File: src/sv/dfrf_pkg.sv
`timescale 1ns / 1ps
// Shared types, constants and microprogram of the distance field restraint block.
package dfrf_pkg;

	localparam int MAX_X = 32;
	localparam int MAX_Y = 32;
	localparam int MAX_Z = 32;
	localparam int GRID_DEPTH = MAX_X * MAX_Y * MAX_Z;
	localparam int GADDR_W = $clog2(GRID_DEPTH);
	localparam int NPTS_W = 6;
	localparam int CI_W = 5;
	localparam int FRAC_W = 16;
	localparam int CFG_W = 40;
	localparam int CFG_IDX_W = 3;

	localparam logic [CFG_IDX_W-1:0] REG_PX = 3'd0;
	localparam logic [CFG_IDX_W-1:0] REG_PY = 3'd1;
	localparam logic [CFG_IDX_W-1:0] REG_PZ = 3'd2;
	localparam logic [CFG_IDX_W-1:0] REG_K = 3'd3;
	localparam logic [CFG_IDX_W-1:0] REG_REF = 3'd4;
	localparam logic [CFG_IDX_W-1:0] REG_RL = 3'd5;
	localparam logic [CFG_IDX_W-1:0] REG_INV = 3'd6;

	localparam logic ITEM_WRITE = 1'b0;
	localparam logic ITEM_QUERY = 1'b1;

	localparam int LOAD_N = 32;
	localparam int LOAD_W = $clog2(LOAD_N);
	localparam int SLOT_W = 6;
	localparam int SCR_DEPTH = 2 ** SLOT_W;

	// scratch slots
	localparam int S_DIST = 0;
	localparam int S_DEV = 1;
	localparam int S_KR = 2;
	localparam int S_KD = 3;
	localparam int S_EOP = 4;
	localparam int S_FAC = 5;
	localparam int S_EN = 6;
	localparam int S_FX = 7;
	localparam int S_DX = 32;

	localparam logic [2:0] SEL_X = 3'd0;
	localparam logic [2:0] SEL_Y = 3'd1;
	localparam logic [2:0] SEL_Z = 3'd2;
	localparam logic [2:0] OUT_DIST = 3'd0;
	localparam logic [2:0] OUT_EN = 3'd1;
	localparam logic [2:0] OUT_FX = 3'd2;
	localparam logic [2:0] OUT_FY = 3'd3;
	localparam logic [2:0] OUT_FZ = 3'd4;

	typedef enum logic [3:0] {
		MOP_SUB, MOP_LERP, MOP_GRAD, MOP_DEV, MOP_KR, MOP_KD,
		MOP_BRANCH, MOP_FAC, MOP_ENERGY, MOP_FORCE, MOP_OUT
	} mop_e;

	typedef struct packed {
		mop_e op;
		logic [SLOT_W-1:0] dst;
		logic [SLOT_W-1:0] sa;
		logic [SLOT_W-1:0] sb;
		logic [2:0] sel;
	} instr_t;

	localparam int PROG_LEN = 69;
	localparam int PC_W = $clog2(PROG_LEN);
	typedef instr_t [PROG_LEN-1:0] prog_t;

	typedef struct packed {
		logic op;
		logic [14:0] cell_index;
		logic signed [31:0] cell_value;
		logic [20:0] coord_x;
		logic [20:0] coord_y;
		logic [20:0] coord_z;
	} in_item_t;

	typedef struct packed {
		logic signed [31:0] interp_dist;
		logic signed [39:0] energy;
		logic signed [39:0] force_x;
		logic signed [39:0] force_y;
		logic signed [39:0] force_z;
		logic range_error;
	} out_item_t;

	typedef struct packed {
		logic accept;
		logic clear_out;
		logic load;
		logic [LOAD_W-1:0] load_k;
		logic read;
		logic exec;
		logic wb;
		instr_t instr;
	} cmd_t;

	typedef struct packed {
		logic range_err;
		logic mul_done;
	} stat_t;

	typedef struct packed {
		logic start;
		logic signed [63:0] a;
		logic signed [63:0] b;
		logic sh17;
		logic sat40;
		logic negflip;
	} mul_req_t;

	function automatic logic is_mul(mop_e op);
		return (op == MOP_LERP) || (op == MOP_GRAD) || (op == MOP_KR) || (op == MOP_KD) ||
			(op == MOP_ENERGY) || (op == MOP_FORCE);
	endfunction

	function automatic instr_t mk(mop_e op, int dst, int sa, int sb, logic [2:0] sel);
		instr_t i;
		i.op = op;
		i.dst = SLOT_W'(dst);
		i.sa = SLOT_W'(sa);
		i.sb = SLOT_W'(sb);
		i.sel = sel;
		return i;
	endfunction

	function automatic prog_t build_prog();
		prog_t p;
		int pc;
		int s;
		int a;
		int b;
		int c;
		int t;
		int base;
		p = '0;
		pc = 0;
		// central differences, grid words sit in slots 0..31
		for (s = 0; s < 8; s++) begin
			a = s & 1;
			b = (s >> 1) & 1;
			c = s >> 2;
			p[pc] = mk(MOP_SUB, S_DX + s, (a != 0) ? 8 + (c * 2 + b) * 2 + 1 : s + 1,
				(a != 0) ? s - 1 : 8 + (c * 2 + b) * 2, SEL_X);
			pc++;
			p[pc] = mk(MOP_SUB, S_DX + 8 + s, (b != 0) ? 16 + (c * 2 + a) * 2 + 1 : s + 2,
				(b != 0) ? s - 2 : 16 + (c * 2 + a) * 2, SEL_X);
			pc++;
			p[pc] = mk(MOP_SUB, S_DX + 16 + s, (c != 0) ? 24 + (b * 2 + a) * 2 + 1 : s + 4,
				(c != 0) ? s - 4 : 24 + (b * 2 + a) * 2, SEL_X);
			pc++;
		end
		// trilinear passes: distance, then the three difference sets
		for (t = 0; t < 4; t++) begin
			base = (t == 0) ? S_DIST : S_DX + 8 * (t - 1);
			for (s = 0; s < 8; s += 2) begin
				p[pc] = mk(MOP_LERP, base + s, base + s, base + s + 1, SEL_X);
				pc++;
			end
			p[pc] = mk(MOP_LERP, base, base, base + 2, SEL_Y);
			pc++;
			p[pc] = mk(MOP_LERP, base + 4, base + 4, base + 6, SEL_Y);
			pc++;
			p[pc] = mk(MOP_LERP, base, base, base + 4, SEL_Z);
			pc++;
		end
		for (t = 0; t < 3; t++) begin
			p[pc] = mk(MOP_GRAD, S_DX + 8 * t, S_DX + 8 * t, 0, SEL_X);
			pc++;
		end
		p[pc] = mk(MOP_DEV, S_DEV, S_DIST, 0, SEL_X);
		pc++;
		p[pc] = mk(MOP_KR, S_KR, 0, 0, SEL_X);
		pc++;
		p[pc] = mk(MOP_KD, S_KD, S_DEV, 0, SEL_X);
		pc++;
		p[pc] = mk(MOP_BRANCH, S_EOP, S_DEV, 0, SEL_X);
		pc++;
		p[pc] = mk(MOP_FAC, S_FAC, S_KD, S_KR, SEL_X);
		pc++;
		p[pc] = mk(MOP_ENERGY, S_EN, S_FAC, S_EOP, SEL_X);
		pc++;
		for (t = 0; t < 3; t++) begin
			p[pc] = mk(MOP_FORCE, S_FX + t, S_FAC, S_DX + 8 * t, SEL_X);
			pc++;
		end
		p[pc] = mk(MOP_OUT, 0, S_DIST, 0, OUT_DIST);
		pc++;
		p[pc] = mk(MOP_OUT, 0, S_EN, 0, OUT_EN);
		pc++;
		p[pc] = mk(MOP_OUT, 0, S_FX, 0, OUT_FX);
		pc++;
		p[pc] = mk(MOP_OUT, 0, S_FX + 1, 0, OUT_FY);
		pc++;
		p[pc] = mk(MOP_OUT, 0, S_FX + 2, 0, OUT_FZ);
		return p;
	endfunction

endpackage

File: src/sv/dfrf_ctrl.sv
`timescale 1ns / 1ps
// Controller: item sequencing, grid load order and microprogram stepping.
module dfrf_ctrl (
	input logic clk,
	input logic arst_n,
	input logic start,
	input logic start_op,
	input dfrf_pkg::stat_t stat,
	output dfrf_pkg::cmd_t cmd,
	output logic busy,
	output logic done
);
	import dfrf_pkg::*;

	typedef enum logic [8:0] {
		ST_IDLE = 9'b000000001,
		ST_CHECK = 9'b000000010,
		ST_LOAD = 9'b000000100,
		ST_DRAIN = 9'b000001000,
		ST_READ = 9'b000010000,
		ST_EXEC = 9'b000100000,
		ST_MWAIT = 9'b001000000,
		ST_WB = 9'b010000000,
		ST_DONE = 9'b100000000
	} state_t;

	localparam prog_t PROG = build_prog();

	state_t state_q, state_d;
	logic [LOAD_W-1:0] k_q;
	logic [PC_W-1:0] pc_q;
	instr_t instr;

	assign instr = PROG[pc_q];

	always_comb begin
		state_d = state_q;
		cmd = '0;
		cmd.instr = instr;
		cmd.load_k = k_q;
		case (state_q)
			ST_IDLE: begin
				cmd.accept = start;
				if (start && start_op == ITEM_QUERY) state_d = ST_CHECK;
			end
			ST_CHECK: begin
				cmd.clear_out = 1'b1;
				state_d = stat.range_err ? ST_DONE : ST_LOAD;
			end
			ST_LOAD: begin
				cmd.load = 1'b1;
				if (k_q == LOAD_W'(LOAD_N - 1)) state_d = ST_DRAIN;
			end
			ST_DRAIN: state_d = ST_READ;
			ST_READ: begin
				cmd.read = 1'b1;
				state_d = ST_EXEC;
			end
			ST_EXEC: begin
				cmd.exec = 1'b1;
				state_d = is_mul(instr.op) ? ST_MWAIT : ST_WB;
			end
			ST_MWAIT: if (stat.mul_done) state_d = ST_WB;
			ST_WB: begin
				cmd.wb = 1'b1;
				state_d = (pc_q == PC_W'(PROG_LEN - 1)) ? ST_DONE : ST_READ;
			end
			ST_DONE: state_d = ST_IDLE;
			default: state_d = ST_IDLE;
		endcase
	end

	always_ff @(posedge clk or negedge arst_n) begin
		if (!arst_n) begin
			state_q <= ST_IDLE;
			k_q <= '0;
			pc_q <= '0;
		end else begin
			state_q <= state_d;
			if (state_q == ST_CHECK) begin
				k_q <= '0;
				pc_q <= '0;
			end
			if (state_q == ST_LOAD) k_q <= k_q + 1'b1;
			if (state_q == ST_WB && pc_q != PC_W'(PROG_LEN - 1)) pc_q <= pc_q + 1'b1;
		end
	end

	assign busy = (state_q != ST_IDLE);
	assign done = (state_q == ST_DONE);
endmodule

File: config.mk
export PLATFORM = sky130hd
export DESIGN_NAME = dfrf_ctrl
export DESIGN_NICKNAME = d
export VERILOG_FILES = /design/src/sv/dfrf_pkg.sv /design/src/sv/dfrf_ctrl.sv
export SDC_FILE = /design/constraint.sdc
export NUM_CORES = 1
export LEC_CHECK = 0
export BUFFER_PORTS_ARGS = -buffer_cell sky130_fd_sc_hd__buf_2
export CORE_ASPECT_RATIO = 0.5
export CORE_MARGIN = 3
export CORE_UTILIZATION = 30
export DETAILED_ROUTE_END_ITERATION = 7
export PLACE_DENSITY = 0.48
export SETUP_SLACK_MARGIN = 0.4
export SLEW_MARGIN = 20
export SYNTH_ARGS = -nofsm -noshare
export SYNTH_HDL_FRONTEND = slang
export SYNTH_SLANG_ARGS = --single-unit
File: constraint.sdc
create_clock -name clk -period 2.5 [get_ports clk]
set_input_delay 0.5 -clock clk [delete_from_list [all_inputs] [get_ports clk]]
set_output_delay 0.5 -clock clk [all_outputs]
set_load 0.02 [all_outputs]
Word-level counts from Yosys, hierarchy flattened

Memories as Yosys holds them, arrays and structs flattened.
Cells that the tools add are included.

Register bits: 21
ROM bits: 3200
Input port bits: 6
Output and inout port bits: 38
Word-level logic and storage cells: 57
Memories: 1

Add/sub/neg operators: 2
$lt $le $gt $ge: 1
Equal/unequal tests: 22
Mux-type cells: 18
Reduce and logical (&&, ||, !) cells: 10

Memory list:

| memory          | depth | bits a word | rd ports | clocked after memory_dff | wr ports | line            | RTL |
|---|---|---|---|---|---|---|---|
| (no name shown) | 128   | 25          | 1        | 0                        | 0        | dfrf_ctrl.sv:34 | `assign instr = PROG[pc_q];` |

Operators by type and width:

| cell                                                       | count |
|---|---|
| case mux 9 bit (8 select lines)                            | 1 |
| two-way mux 9 bit                                          | 5 |
| two-way mux 25 bit                                         | 1 |
| two-way mux 7 bit                                          | 2 |
| two-way mux 5 bit                                          | 2 |
| == test 9 x 1 -> 1 bit, second input constant              | 1 |
| == test 9 x 2 -> 1 bit, second input constant              | 1 |
| == test 9 x 3 -> 1 bit, second input constant              | 1 |
| == test 9 x 4 -> 1 bit, second input constant              | 1 |
| == test 9 x 5 -> 1 bit, second input constant              | 1 |
| == test 9 x 6 -> 1 bit, second input constant              | 1 |
| == test 9 x 7 -> 1 bit, second input constant              | 1 |
| == test 9 x 8 -> 1 bit, second input constant              | 1 |
| == test 9 bit, second input constant                       | 1 |
| inequality test 9 x 1 -> 1 bit, second input constant      | 1 |
| == test 4 x 3 -> 1 bit, second input constant              | 2 |
| == test 4 bit, second input constant                       | 2 |
| less-than comparator 7 x 8 -> 1 bit, second input constant | 1 |
| two-way mux 8 bit                                          | 1 |
| adder 7 x 1 -> 7 bit, second input constant                | 1 |
| == test 7 bit, second input constant                       | 1 |
| inequality test 7 bit, second input constant               | 1 |
| two-way mux 1 bit                                          | 6 |
| inequality test 2 bit, second input constant               | 3 |
| 8 further kinds                                            | 14 |

Longest topological paths before layout

Word-level depth: 10
Gate-level depth with buffers: 9
Mapped depth without buffers: 8

Worst setup path before layout

Ideal clock, no wire load.

Path kind: register to output
From: reg pc_q[1]
To: out cmd[6] in the netlist's numbering
Arrival time: 2277 ps
Data required time: 2000 ps
Path slack: -277 ps
Stages on the path, launching flop included: 8
Path buffers: 1
Path through: dfrtp_1 -> clkbuf_1 -> inv_1 -> ha_1 -> or2_2 -> nand3_1 -> o211ai_1 -> a221oi_1

RTL lines:

| element                | line            | RTL |
|---|---|---|
| from (decl)            | dfrf_ctrl.sv:31 | `logic [PC_W-1:0] pc_q;` |
| from (signal assigned) | dfrf_ctrl.sv:85 | `if (state_q == ST_WB && pc_q != PC_W'(PROG_LEN - 1)) pc_q <= pc_q + 1'b1;` |
| to (decl)              | dfrf_ctrl.sv:9  | `output dfrf_pkg::cmd_t cmd,` |

==> metrics <==
final wirelength 11.3 mm; Worst Hold Class in2async; Post-DP Area 3530 µm²; Syn Area/Cell 7.07 µm²; fmax 372 MHz; post-place setup slack 0.0615 ns; YS warnings 0; crit-path max cell delay 0.44 ns; peak supply drop 0.305 mV; grt ovf 0; PwrDens 233 nW/µm²; overall power 1110 µW; RSZ-0062 raised after global routing true; post-synthesis cell count 376; Synth Net Count 399; nets 509; Routed Antenna Nets 0; FF+latch count, synth 21; chip width 139 µm; max-slew violations 0; clock sinks 21; failing checks negative setup slack; initial core utilization 32.1%; IO Count 44; ys flop type dfrtp_1; clock-pin slew on the worst setup and hold paths 0.06 ns; Fillers 734; Design Area, Final 4740 µm²; Synth area leader dfrtp_1; Worst Setup SP pc_q[0]$_DFFE_PN0P_; # rows 23; setup TNS -1.26 ns; IO buf count 43; status finished, violations left; area share of the largest cell type after synthesis 18.8%; max cap viols 0; DR DRC count 0; CTS root buf clkbuf_16; CTS buffer count 3; Crit path buffers/inverters 4; Layout area overhead 78.3%; RD Place Congestion 1.02; post-route minimum period 2.69 ns; fraction of registers with async set/reset 100%; Worst R2R Setup Slack 0.33 ns; CTS Buffer Depth 2; Final Hold Fails 0; share of layout cells above drive strength 1 55.7%; Unique masters post-synth 65; vias in the first global route 3323; Worst setup EP type output port; CP startpoint kind register; first-pass GRT wire length 17.4 mm; Final setup violation count 13; Slew HR 66.8%; diode count 0; Pleak 0.00199 µW; die area 10100 µm²; core box area 8290 µm²; dominant cells by area after synthesis dfrtp_1, ha_1, nand2_1; worst endpoint data arrival time 2.19 ns; Post-DP HPWL 7.50 mm; die height 72.6 µm; total number of vias 3426; Crit Path Max Fanout 6; gr usage total 21.0%; largest net degree at the start of global routing 31; fin crit share 107%; crit-path cells buf_6 -> buf_4 -> ha_4 -> nand2b_4 -> a311oi_2 -> or3_1 -> a21oi_2 -> buf_4 -> a21oi_2 -> buf_6; DRT iter0 DRCs 337; CTS tree yes; Final WS setup -0.186 ns; crit-path leading delay family buffers and inverters; Crit Path Category reg2out; number of synthesized flops with an enable pin 0; DRT Pass-1 Iters 5; Worst R2R Start state_q[1]$_DFFE_PN0P_; hold buffer count at cts 0; worst-margin pin slew 0.498 ns; critical path required time 2.00 ns; Worst Skew 0.00306 ns; Final Hold Slack 0.212 ns; vias per cell 5.74; Critical-path top delay cell dfrtp_2; drt wl/cell 19.0 µm; Synth Cell Area 2660 µm²; initial antenna violation count 0; Seq/Total Area, Yosys 19.8%; H-tree depth 1; clk_lat worst skew 0.25 ns
-- registers in the layout (all words and copies together), names as in the netlist --
register / flops
k_q: 5
pc_q: 7
state_q: 9
-- metrics by stage --
stage	utilization (%)	cells
final	57.2	597
after CTS	51.0	575
after global placement	42.6	547
after detailed placement	42.6	547
after global routing	57.2	597
after floorplan	-	376
-- cell usage after synthesis (3+ instances only) --
| cell | n |
|---|---|
| nand2_1 | 48 |
| a21oi_1 | 27 |
| nand3_1 | 26 |
| nor2_1 | 26 |
| o21ai_0 | 26 |
| clkbuf_1 | 24 |
| dfrtp_1 | 20 |
| ha_1 | 17 |
| inv_1 | 14 |
| a211oi_1 | 9 |
| nand2b_1 | 9 |
| nor3_1 | 9 |
| a21o_1 | 7 |
| a31oi_1 | 7 |
| nor2b_1 | 6 |
| o211ai_1 | 6 |
| a311oi_1 | 5 |
| o22ai_1 | 5 |
| or3_1 | 5 |
| buf_1 | 4 |
| buf_2 | 4 |
| a21boi_0 | 3 |
| a221oi_1 | 3 |
| and2_1 | 3 |
| mux2i_1 | 3 |
| o31ai_1 | 3 |
| or4_4 | 3 |
| xor2_1 | 3 |
-- placed cells by master (no fill, tap or decap), drive strengths merged, types with 9 or more instances in the layout --
master,instances
buf,138
nand2,49
o21ai,28
nand3,27
nor2,27
a21oi,27
dfrtp,20
ha,17
inv,12
nor3,9
nand2b,9
a211oi,9
-- repair_timing --
| action | CTS | global route |
|---|---|---|
| pin swaps | 25 | 37 |
| setup endpoints to repair | 40 | 44 |
| cloned | 1 | 0 |
| endpoints found under the hold margin | 0 | 0 |
| resized for setup | 106 | 81 |
| setup buffers | 23 | 22 |
-- cell type report --
cell class                      instances  area [µm²]  share of cell area (%)
Tap cell                              112         140                    2.96
Multi-Input combinational cell        305        2620                    55.2
Inverter                               16         101                    2.14
Sequential cell                        21         539                    11.4
Clock buffer                            3        75.1                    1.58
Clock inverter                          1        5.00                   0.106
Timing Repair Buffer                  139        1260                    26.6
-- final timing paths --
| path | cells after the start | to |
|---|---|---|
| min in group clk | 3 | state_q[1]$_DFFE_PN0P_ |
| hold reg to reg | 1 | k_q[2]$_DFFE_PN0P_ |
| setup reg to reg | 7 | pc_q[4]$_DFFE_PN0P_ |
| hold / removal | 1 | k_q[1]$_DFFE_PN0P_ |
| max in group asynchronous | 1 | pc_q[5]$_DFFE_PN0P_ |
| setup / recovery | 10 | cmd[12] |
-- layer usage --
layer,global-route usage (%),routed length [µm],up-vias
li1,-,-,1594
met1,28.1,4980,1665
met2,36.9,5470,147
met3,2.16,692,20
met4,5.53,187,0
met5,0,0,-
-- logic make-up after synthesis --
family	share of synthesized area, %
mux	1.55
fa+ha+maj	8.00
buf+inv	8.19
flops	19.8
simple gates	31.2
xor+xnor	1.65
compound gates	29.6
-- power breakdown --
group	internal, µW	total [µW]	switching (µW)
sequential	369	395	25.7
combinational	184	375	191
clock	215	336	121
total	768	1110	338
-- worst reg2reg max path, cell delays in order, from the launching register on --
cell and delay [ns]:
dfrtp_2 0.41, or4_4 0.59, and4b_4 0.38, buf_6 0.10, buf_8 0.11, nand2_8 0.05
or3_1 0.37, nand3_1 0.08
(Power assumes the default switching activity.)
