$ cat config.mk
export PLATFORM = sky130hd
export DESIGN_NAME = dfrf_mul
export DESIGN_NICKNAME = d
export VERILOG_FILES = /design/src/sv/dfrf_pkg.sv /design/src/sv/dfrf_mul.sv
export SDC_FILE = /design/constraint.sdc
export NUM_CORES = 2
export LEC_CHECK = 0
export BUFFER_PORTS_ARGS = -buffer_cell sky130_fd_sc_hd__buf_2
export CAP_MARGIN = 20
export CELL_PAD_IN_SITES_DETAIL_PLACEMENT = 1
export CELL_PAD_IN_SITES_GLOBAL_PLACEMENT = 2
export CORE_ASPECT_RATIO = 0.7
export CORE_MARGIN = 10
export CORE_UTILIZATION = 41
export DETAILED_ROUTE_END_ITERATION = 6
export GPL_TIMING_DRIVEN = 0
export PLACE_DENSITY_LB_ADDON = 0.15
export SETUP_SLACK_MARGIN = 0.5
export SYNTH_ARGS = -nofsm -noshare
export SYNTH_HDL_FRONTEND = slang
export SYNTH_SLANG_ARGS = --single-unit
$ cat constraint.sdc
create_clock -name clk -period 16.5 [get_ports clk]
set_clock_uncertainty 0.05 [all_clocks]
set_input_delay 1.65 -clock clk [delete_from_list [all_inputs] [get_ports clk]]
set_output_delay 1.65 -clock clk [all_outputs]
set_load 0.01 [all_outputs]
$ cat src/sv/dfrf_pkg.sv
`timescale 1ns / 1ps
// Shared types, constants and microprogram of the distance field restraint block.
package dfrf_pkg;

	localparam int MAX_X = 32;
	localparam int MAX_Y = 32;
	localparam int MAX_Z = 32;
	localparam int GRID_DEPTH = MAX_X * MAX_Y * MAX_Z;
	localparam int GADDR_W = $clog2(GRID_DEPTH);
	localparam int NPTS_W = 6;
	localparam int CI_W = 5;
	localparam int FRAC_W = 16;
	localparam int CFG_W = 40;
	localparam int CFG_IDX_W = 3;

	localparam logic [CFG_IDX_W-1:0] REG_PX = 3'd0;
	localparam logic [CFG_IDX_W-1:0] REG_PY = 3'd1;
	localparam logic [CFG_IDX_W-1:0] REG_PZ = 3'd2;
	localparam logic [CFG_IDX_W-1:0] REG_K = 3'd3;
	localparam logic [CFG_IDX_W-1:0] REG_REF = 3'd4;
	localparam logic [CFG_IDX_W-1:0] REG_RL = 3'd5;
	localparam logic [CFG_IDX_W-1:0] REG_INV = 3'd6;

	localparam logic ITEM_WRITE = 1'b0;
	localparam logic ITEM_QUERY = 1'b1;

	localparam int LOAD_N = 32;
	localparam int LOAD_W = $clog2(LOAD_N);
	localparam int SLOT_W = 6;
	localparam int SCR_DEPTH = 2 ** SLOT_W;

	// scratch slots
	localparam int S_DIST = 0;
	localparam int S_DEV = 1;
	localparam int S_KR = 2;
	localparam int S_KD = 3;
	localparam int S_EOP = 4;
	localparam int S_FAC = 5;
	localparam int S_EN = 6;
	localparam int S_FX = 7;
	localparam int S_DX = 32;

	localparam logic [2:0] SEL_X = 3'd0;
	localparam logic [2:0] SEL_Y = 3'd1;
	localparam logic [2:0] SEL_Z = 3'd2;
	localparam logic [2:0] OUT_DIST = 3'd0;
	localparam logic [2:0] OUT_EN = 3'd1;
	localparam logic [2:0] OUT_FX = 3'd2;
	localparam logic [2:0] OUT_FY = 3'd3;
	localparam logic [2:0] OUT_FZ = 3'd4;

	typedef enum logic [3:0] {
		MOP_SUB, MOP_LERP, MOP_GRAD, MOP_DEV, MOP_KR, MOP_KD,
		MOP_BRANCH, MOP_FAC, MOP_ENERGY, MOP_FORCE, MOP_OUT
	} mop_e;

	typedef struct packed {
		mop_e op;
		logic [SLOT_W-1:0] dst;
		logic [SLOT_W-1:0] sa;
		logic [SLOT_W-1:0] sb;
		logic [2:0] sel;
	} instr_t;

	localparam int PROG_LEN = 69;
	localparam int PC_W = $clog2(PROG_LEN);
	typedef instr_t [PROG_LEN-1:0] prog_t;

	typedef struct packed {
		logic op;
		logic [14:0] cell_index;
		logic signed [31:0] cell_value;
		logic [20:0] coord_x;
		logic [20:0] coord_y;
		logic [20:0] coord_z;
	} in_item_t;

	typedef struct packed {
		logic signed [31:0] interp_dist;
		logic signed [39:0] energy;
		logic signed [39:0] force_x;
		logic signed [39:0] force_y;
		logic signed [39:0] force_z;
		logic range_error;
	} out_item_t;

	typedef struct packed {
		logic accept;
		logic clear_out;
		logic load;
		logic [LOAD_W-1:0] load_k;
		logic read;
		logic exec;
		logic wb;
		instr_t instr;
	} cmd_t;

	typedef struct packed {
		logic range_err;
		logic mul_done;
	} stat_t;

	typedef struct packed {
		logic start;
		logic signed [63:0] a;
		logic signed [63:0] b;
		logic sh17;
		logic sat40;
		logic negflip;
	} mul_req_t;

	function automatic logic is_mul(mop_e op);
		return (op == MOP_LERP) || (op == MOP_GRAD) || (op == MOP_KR) || (op == MOP_KD) ||
			(op == MOP_ENERGY) || (op == MOP_FORCE);
	endfunction

	function automatic instr_t mk(mop_e op, int dst, int sa, int sb, logic [2:0] sel);
		instr_t i;
		i.op = op;
		i.dst = SLOT_W'(dst);
		i.sa = SLOT_W'(sa);
		i.sb = SLOT_W'(sb);
		i.sel = sel;
		return i;
	endfunction

	function automatic prog_t build_prog();
		prog_t p;
		int pc;
		int s;
		int a;
		int b;
		int c;
		int t;
		int base;
		p = '0;
		pc = 0;
		// central differences, grid words sit in slots 0..31
		for (s = 0; s < 8; s++) begin
			a = s & 1;
			b = (s >> 1) & 1;
			c = s >> 2;
			p[pc] = mk(MOP_SUB, S_DX + s, (a != 0) ? 8 + (c * 2 + b) * 2 + 1 : s + 1,
				(a != 0) ? s - 1 : 8 + (c * 2 + b) * 2, SEL_X);
			pc++;
			p[pc] = mk(MOP_SUB, S_DX + 8 + s, (b != 0) ? 16 + (c * 2 + a) * 2 + 1 : s + 2,
				(b != 0) ? s - 2 : 16 + (c * 2 + a) * 2, SEL_X);
			pc++;
			p[pc] = mk(MOP_SUB, S_DX + 16 + s, (c != 0) ? 24 + (b * 2 + a) * 2 + 1 : s + 4,
				(c != 0) ? s - 4 : 24 + (b * 2 + a) * 2, SEL_X);
			pc++;
		end
		// trilinear passes: distance, then the three difference sets
		for (t = 0; t < 4; t++) begin
			base = (t == 0) ? S_DIST : S_DX + 8 * (t - 1);
			for (s = 0; s < 8; s += 2) begin
				p[pc] = mk(MOP_LERP, base + s, base + s, base + s + 1, SEL_X);
				pc++;
			end
			p[pc] = mk(MOP_LERP, base, base, base + 2, SEL_Y);
			pc++;
			p[pc] = mk(MOP_LERP, base + 4, base + 4, base + 6, SEL_Y);
			pc++;
			p[pc] = mk(MOP_LERP, base, base, base + 4, SEL_Z);
			pc++;
		end
		for (t = 0; t < 3; t++) begin
			p[pc] = mk(MOP_GRAD, S_DX + 8 * t, S_DX + 8 * t, 0, SEL_X);
			pc++;
		end
		p[pc] = mk(MOP_DEV, S_DEV, S_DIST, 0, SEL_X);
		pc++;
		p[pc] = mk(MOP_KR, S_KR, 0, 0, SEL_X);
		pc++;
		p[pc] = mk(MOP_KD, S_KD, S_DEV, 0, SEL_X);
		pc++;
		p[pc] = mk(MOP_BRANCH, S_EOP, S_DEV, 0, SEL_X);
		pc++;
		p[pc] = mk(MOP_FAC, S_FAC, S_KD, S_KR, SEL_X);
		pc++;
		p[pc] = mk(MOP_ENERGY, S_EN, S_FAC, S_EOP, SEL_X);
		pc++;
		for (t = 0; t < 3; t++) begin
			p[pc] = mk(MOP_FORCE, S_FX + t, S_FAC, S_DX + 8 * t, SEL_X);
			pc++;
		end
		p[pc] = mk(MOP_OUT, 0, S_DIST, 0, OUT_DIST);
		pc++;
		p[pc] = mk(MOP_OUT, 0, S_EN, 0, OUT_EN);
		pc++;
		p[pc] = mk(MOP_OUT, 0, S_FX, 0, OUT_FX);
		pc++;
		p[pc] = mk(MOP_OUT, 0, S_FX + 1, 0, OUT_FY);
		pc++;
		p[pc] = mk(MOP_OUT, 0, S_FX + 2, 0, OUT_FZ);
		return p;
	endfunction

endpackage

$ cat src/sv/dfrf_mul.sv
`timescale 1ns / 1ps
// Multi-cycle signed multiply with rounding shift and magnitude saturation.
module dfrf_mul (
	input logic clk,
	input logic arst_n,
	input dfrf_pkg::mul_req_t req,
	output logic done,
	output logic signed [63:0] prod
);
	import dfrf_pkg::*;

	localparam logic [2:0] CNT_RND = 3'd4;
	localparam logic [2:0] CNT_FIN = 3'd5;
	localparam logic [63:0] BIGLIM = 64'h7FFF_FFFF_FFFF_FFFF;
	localparam logic [63:0] SAT40 = 64'h0000_007F_FFFF_FFFF;

	logic [63:0] ua_q, ub_q, absa, absb;
	logic neg_q, sh17_q, sat_q, run_q, done_q;
	logic [2:0] cnt_q;
	logic [127:0] acc_q, pps, rs;
	logic [63:0] pp, lim, mag;
	logic signed [63:0] res_q;

	assign absa = req.a[63] ? 64'(-req.a) : 64'(req.a);
	assign absb = req.b[63] ? 64'(-req.b) : 64'(req.b);

	always_comb begin
		pp = (cnt_q[0] ? ua_q[63:32] : ua_q[31:0]) * (cnt_q[1] ? ub_q[63:32] : ub_q[31:0]);
		case (cnt_q[1:0])
			2'd0: pps = {64'd0, pp};
			2'd3: pps = {pp, 64'd0};
			default: pps = {32'd0, pp, 32'd0};
		endcase
		rs = sh17_q ? (acc_q >> 17) : (acc_q >> 16);
		lim = sat_q ? SAT40 : BIGLIM;
		mag = ((rs[127:64] != 64'd0) || (rs[63:0] > lim)) ? lim : rs[63:0];
	end

	always_ff @(posedge clk or negedge arst_n) begin
		if (!arst_n) begin
			run_q <= 1'b0;
			done_q <= 1'b0;
			cnt_q <= '0;
		end else begin
			done_q <= 1'b0;
			if (req.start) begin
				run_q <= 1'b1;
				cnt_q <= '0;
			end else if (run_q) begin
				if (cnt_q == CNT_FIN) begin
					run_q <= 1'b0;
					done_q <= 1'b1;
				end else begin
					cnt_q <= cnt_q + 3'd1;
				end
			end
		end
	end

	always_ff @(posedge clk) begin
		if (req.start) begin
			ua_q <= absa;
			ub_q <= absb;
			neg_q <= req.a[63] ^ req.b[63] ^ req.negflip;
			sh17_q <= req.sh17;
			sat_q <= req.sat40;
			acc_q <= '0;
		end else if (run_q) begin
			if (cnt_q < CNT_RND) begin
				acc_q <= acc_q + pps;
			end else if (cnt_q == CNT_RND) begin
				acc_q <= acc_q + (sh17_q ? (128'd1 << 16) : (128'd1 << 15));
			end else begin
				res_q <= neg_q ? -$signed(mag) : $signed(mag);
			end
		end
	end

	assign done = done_q;
	assign prod = res_q;
endmodule

== After elaboration in Yosys (flattened, before gate mapping) ==
Cells that the tools add are included.

* Register bits after elaboration: 328
* Bits in latches: 0
* RAM bits: 0
* Memory bits (read-only): 0
* Input bits: 134
* Output and inout bits: 65
* Memories kept: 0

* Add/subtract/negate cells: 6
* $mul: 1
* Divide/modulo/power cells: 0
* Order comparisons: 2
* Eq/ne operators: 4
* Shift operators: 0
* Muxes and demuxes: 21
* Bitwise operators: 5
* Reduce and logical (&&, ||, !) cells: 8

{| class="wikitable"
|+ Operators with widths
! operator !! number
|-
| 2-to-1 mux 128 bit || 2
|-
| one-hot mux 128 bit (2 select lines) || 1
|-
| negation 64 bit || 3
|-
| 2-to-1 mux 63 bit || 3
|-
| adder 128 bit || 1
|-
| adder 128 x 17 -> 128 bit || 1
|-
| 2-to-1 mux 64 bit || 2
|-
| 2-to-1 mux 112 bit || 1
|-
| > comparator 64 x 63 -> 1 bit || 1
|-
| multiplier 32 x 32 -> 64 bit || 1
|-
| 2-to-1 mux 32 bit || 2
|-
| nonzero test 64 bit || 1
|-
| 2-to-1 mux 17 bit || 1
|-
| 2-to-1 mux 3 bit || 3
|-
| equality test 3 bit, second input constant || 2
|-
| 2-to-1 mux 1 bit || 6
|-
| AND reduction 2 bit || 2
|-
| AND reduction 4 bit || 1
|-
| nonzero test 2 bit || 2
|-
| adder 3 x 1 -> 3 bit, second input constant || 1
|-
| < comparator 3 bit, second input constant || 1
|-
| inverter 1 bit || 3
|-
| equality test 2 bit, second input constant || 1
|-
| logical NOT 2 bit || 1
|-
| other kinds (3) || 4
|}

== Logic depth before layout (Yosys ltp) ==
* Word-level depth: 6
* Depth in mapped cells: 50
* Mapped depth without buffers: 44

== Worst setup path after synthesis ==
No wires, ideal clock.

* Kind: reg2reg
* From: register cnt_q[0]
* To: register acc_q[116]
* Library setup time: 0.117 ns
* Arrival time: 11.860 ns
* Path slack: 4.473 ns
* Cell stages (with the launch flop): 49
* Buffers on the path: 6
* Clock period less this slack: 12.027 ns
* Cells stage by stage: dfrtp_1 > clkbuf_1 > clkbuf_1 > clkbuf_1 > mux2i_1 > clkbuf_1 > nor2_1 > fa_1 > inv_1 > fa_1 > fa_1 > fa_1 > inv_1 > fa_1 > inv_1 > fa_1 > inv_1 > fa_1 > [... 13 more ...] > a31oi_1 > o21bai_1 > xor2_1 > a22o_1 > ha_1 > clkbuf_1 > a21o_1 > a21oi_1 > inv_1 > a2111oi_0 > o31ai_1 > a21o_1 > a221o_1 > a31oi_1 > o31ai_1 > a21boi_0 > xnor2_1 > a22o_1

* Word-level cells in the longest chain between the ends: 5
* Elaborated cells between the ends (all ways): 11

{| class="wikitable"
|+ RTL lines
! what !! RTL line !! RTL
|-
| start: declaration || dfrf_mul.sv:19 || <nowiki>logic [2:0] cnt_q;</nowiki>
|-
| start signal: assignment || dfrf_mul.sv:54 || <nowiki>cnt_q <= cnt_q + 3'd1;</nowiki>
|-
| 2-to-1 mux 32 bit || dfrf_mul.sv:28 || <nowiki>pp = (cnt_q[0] ? ua_q[63:32] : ua_q[31:0]) * (cnt_q[1] ? ub_q[63:32] : ub_q[31:0]);</nowiki>
|-
| multiplier 32 x 32 -> 64 bit || dfrf_mul.sv:28 ||
|-
| one-hot mux 128 bit (2 select lines) || dfrf_mul.sv:29 || <nowiki>case (cnt_q[1:0])</nowiki>
|-
| adder 128 bit || dfrf_mul.sv:70 || <nowiki>acc_q <= acc_q + pps;</nowiki>
|-
| 2-to-1 mux 128 bit || dfrf_mul.sv:69 || <nowiki>if (cnt_q < CNT_RND) begin</nowiki>
|-
| end signal: assignment || dfrf_mul.sv:70 ||
|-
| end signal: assignment || dfrf_mul.sv:72 || <nowiki>acc_q <= acc_q + (sh17_q ? (128'd1 << 16) : (128'd1 << 15));</nowiki>
|-
| end: declaration || dfrf_mul.sv:20 || <nowiki>logic [127:0] acc_q, pps, rs;</nowiki>
|}

Parallel ways exist; a longest one is shown, timed or not.
A chain may end at the register's enable or synchronous reset.

== Worst setup path after layout ==
* From: register cnt_q[0]
* To: register acc_q[110]

Same word-level chain as after synthesis.

==> results_dict.tcl <==
set metrics [dict create \
    status "finished clean" \
    synth_commonest_cells "inv_1, nand2_1, fa_1" \
    synth_area_leader_cell "fa_1" \
    cts.path.max_buffers 3 \
    antenna_found_initial 58 \
    cts_tree "built" \
    synthAdderAreaFrac 0.393 \
    root_buffer "clkbuf_16" \
    report.final.slew_viol_count 0 \
    muxShareOfSynthArea 0.0294 \
    period_share 0.969 \
    hold_start "acc_q[4]$_SDFFE_PP0P_" \
    required_ns 16.97 \
    ys_seq_elements 328 \
    syn_area_sq_mm 0.0590 \
    vias 55900 \
    synth_edf_count 195 \
    hold_violations 0 \
    cts_sinks 328 \
    io_pins 199 \
    yosysSeqAreaShare 0.145 \
    numCtsBuffers 43 \
    path_max_fanout 10 \
    place_area_sq_mm 0.0632 \
    clk_latency_ns 0.67 \
    cpMaxStageDelayCell "mux2i_2" \
    core_area_sq_mm 0.143 \
    r2r_start "cnt_q[0]$_DFFE_PN0P_" \
    die_h_um 337 \
    arrival_ns 16.47 \
    syn_area_per_cell_sq_um 8.46 \
    synth-compound-area-share 0.132 \
    r2r_setup_slack_ns 0.50 \
    first_iter_violations 6858 \
    netlist.area_leader.share 0.304 \
    die_w_um 473 \
    grt_pass1_vias 55900 \
    synth_area_leaders "fa_1, edfxtp_1, ha_1, inv_1, nand2_1" \
    synth_most_common_cell "inv_1" \
    critPathLaunchType "register" \
    overflow 0 \
    finalWeightedCongestion 1.02 \
    worstMarginPinSlew_ns 1.26 \
    final_nets 8749 \
    synth-simple-area-share 0.169 \
    wl_per_cell_um 31.4 \
    cp_slowest_stage_delay_ns 0.77 \
    fmax_ghz 0.0625 \
    h-tree-depth 2 \
    place_hpwl_um 249000 \
    wirelength_um 291000 \
    relSlewSlack 0.163 \
    setup_violations 0 \
    portBuffers 196 \
    finalInstanceArea_sq_mm 0.0652 \
    fin_crit_ns 16.00 \
    critPathCaptureType "register" \
    synth_top_family_by_area "adder cells" \
    yosysUniqueCellTypes 84 \
    synth_nets 8424 \
    rows 116 \
    synth-xor-area-share 0.0473 \
    rsz0062_at_grt "true" \
    syn_to_final_growth_pct 10.5 \
    grt_use_total 0.356 \
    grt_pass1_wl_um 410000 \
    firstDrtPassIters 6 \
    die_area_sq_mm 0.160 \
    crit_path_frequent_cell "fa_1" \
    drive_above_1_share 0.0754 \
    final.fill_count 17100 \
    drc 0 \
    syn_inst 6973 \
    critPathLaunch "cnt_q[0]$_DFFE_PN0P_" \
    ys_async_sr_fraction 0.0152 \
    final_antenna_net_count 0 \
    ys.flop_type "edfxtp_1" \
    clk_pin_slew_ns 0.06 \
    crit_type "reg2reg" \
    yosysWarnings 0 \
    vias_per_cell 6.04 \
    start_util 0.413 \
    worstHoldPathType "reg2reg" \
    grt_max_degree 100 \
    cap_violations 0 \
]
==> placed cells by master, fill, tap and decap left out, types with 44 or more instances in the layout <==
cell	n
and2_1	68
dfxtp_1	128
mux2i_1	61
mux2_2	61
edfxtp_1	195
nand2_1	907
a21o_1	118
xor2_1	69
ha_1	420
nor2_1	800
fa_1	897
clkbuf_1	284
buf_2	201
nand3_1	68
inv_1	977
o21bai_1	44
a22o_1	44
nor3_1	71
xnor2_1	246
a21oi_1	411
o21ai_0	264
o31ai_1	64
nand4_1	112
clkbuf_16	45
or3_1	44
==> critical path: cells and delay by family (launching register included) <==
| family | cells | cell delay (ns) |
|---|---|---|
| adders and majority gates | 10 | 4.75 |
| xor gates and xnor gates | 2 | 0.82 |
| and+or+nand+nor | 11 | 3.49 |
| AOI/OAI and AO/OA | 9 | 2.85 |
| muxes | 1 | 0.77 |
| DFF | 1 | 0.38 |
| buffers and inverters | 8 | 2.65 |
==> sequential cells by signal, summed over array words and instances, names as in the netlist <==
register  flops
ub_q         64
neg_q         1
ua_q         64
run_q         1
done          1
sh17_q        1
prod         64
sat_q         1
cnt_q         3
acc_q       128
==> repair_timing <==
| item | 4_1_cts | 5_1_grt |
|---|---|---|
| setup buffers | 0 | 0 |
| resized for setup | 44 | 97 |
| hold buffers | 0 | 0 |
| endpoints found under the setup margin | 61 | 42 |
==> path summary, 6_finish.rpt <==
check                                     endpoint  cells past startpoint
setup / recovery           acc_q[110]$_SDFFE_PP0P_                     41
hold / removal               acc_q[4]$_SDFFE_PP0P_                      2
setup reg to reg           acc_q[110]$_SDFFE_PP0P_                     41
hold reg to reg              acc_q[4]$_SDFFE_PP0P_                      2
max in group asynchronous     cnt_q[2]$_DFFE_PN0P_                      1
min in group asynchronous          run_q$_DFF_PN0_                      1
==> metrics by stage <==
step	util	setup TNS, ns	setup WS (ns)	hold WS (ns)	cells
2_1_floorplan	-	0	4.47	0.386	6973
3_3_place_gp	0.436	-10.98	-0.747	0.392	9057
3_5_place_dp	0.442	-14.60	-0.922	0.405	9128
4_1_cts	0.453	0	0.485	0.413	9207
5_1_grt	0.456	0	0.413	0.435	9243
6_report	0.456	0	0.505	0.415	9263
==> layer usage <==
metal,wire length [um],vias up,track usage,share of wire
li1,-,23600,-,-
met1,128000,28800,0.522,0.44
met2,110000,3124,0.463,0.38
met3,42600,411,0.147,0.15
met4,10400,6,0.114,0.036
met5,46,-,0,0.00016
==> cell families (layout without fill, tap and decap cells) <==
logic type      Yosys count  in the layout
xor+xnor                319            319
buf+inv                1330           1689
compound gates         1239           1239
simple gates           2276           2276
other cells               0             43
mux                     164            164
fa+ha+maj              1317           1317
flops                   328            328
==> area by class of cell <==
| type | instances | area, sq um | share of cell area |
|---|---|---|---|
| multi-input combinational | 5315 | 45700 | 0.701 |
| tap | 1888 | 2360 | 0.0362 |
| inverter | 977 | 3670 | 0.0562 |
| timing repair buffer | 280 | 1910 | 0.0293 |
| sequential | 328 | 8540 | 0.131 |
| buffer | 353 | 1450 | 0.0223 |
| antenna | 43 | 108 | 0.00165 |
| clock inverter | 24 | 303 | 0.00464 |
| clock buffer | 55 | 1180 | 0.0181 |
Power is not shown: default switching activity piles up to over one toggle a cycle in this logic, so the estimate is an artifact.
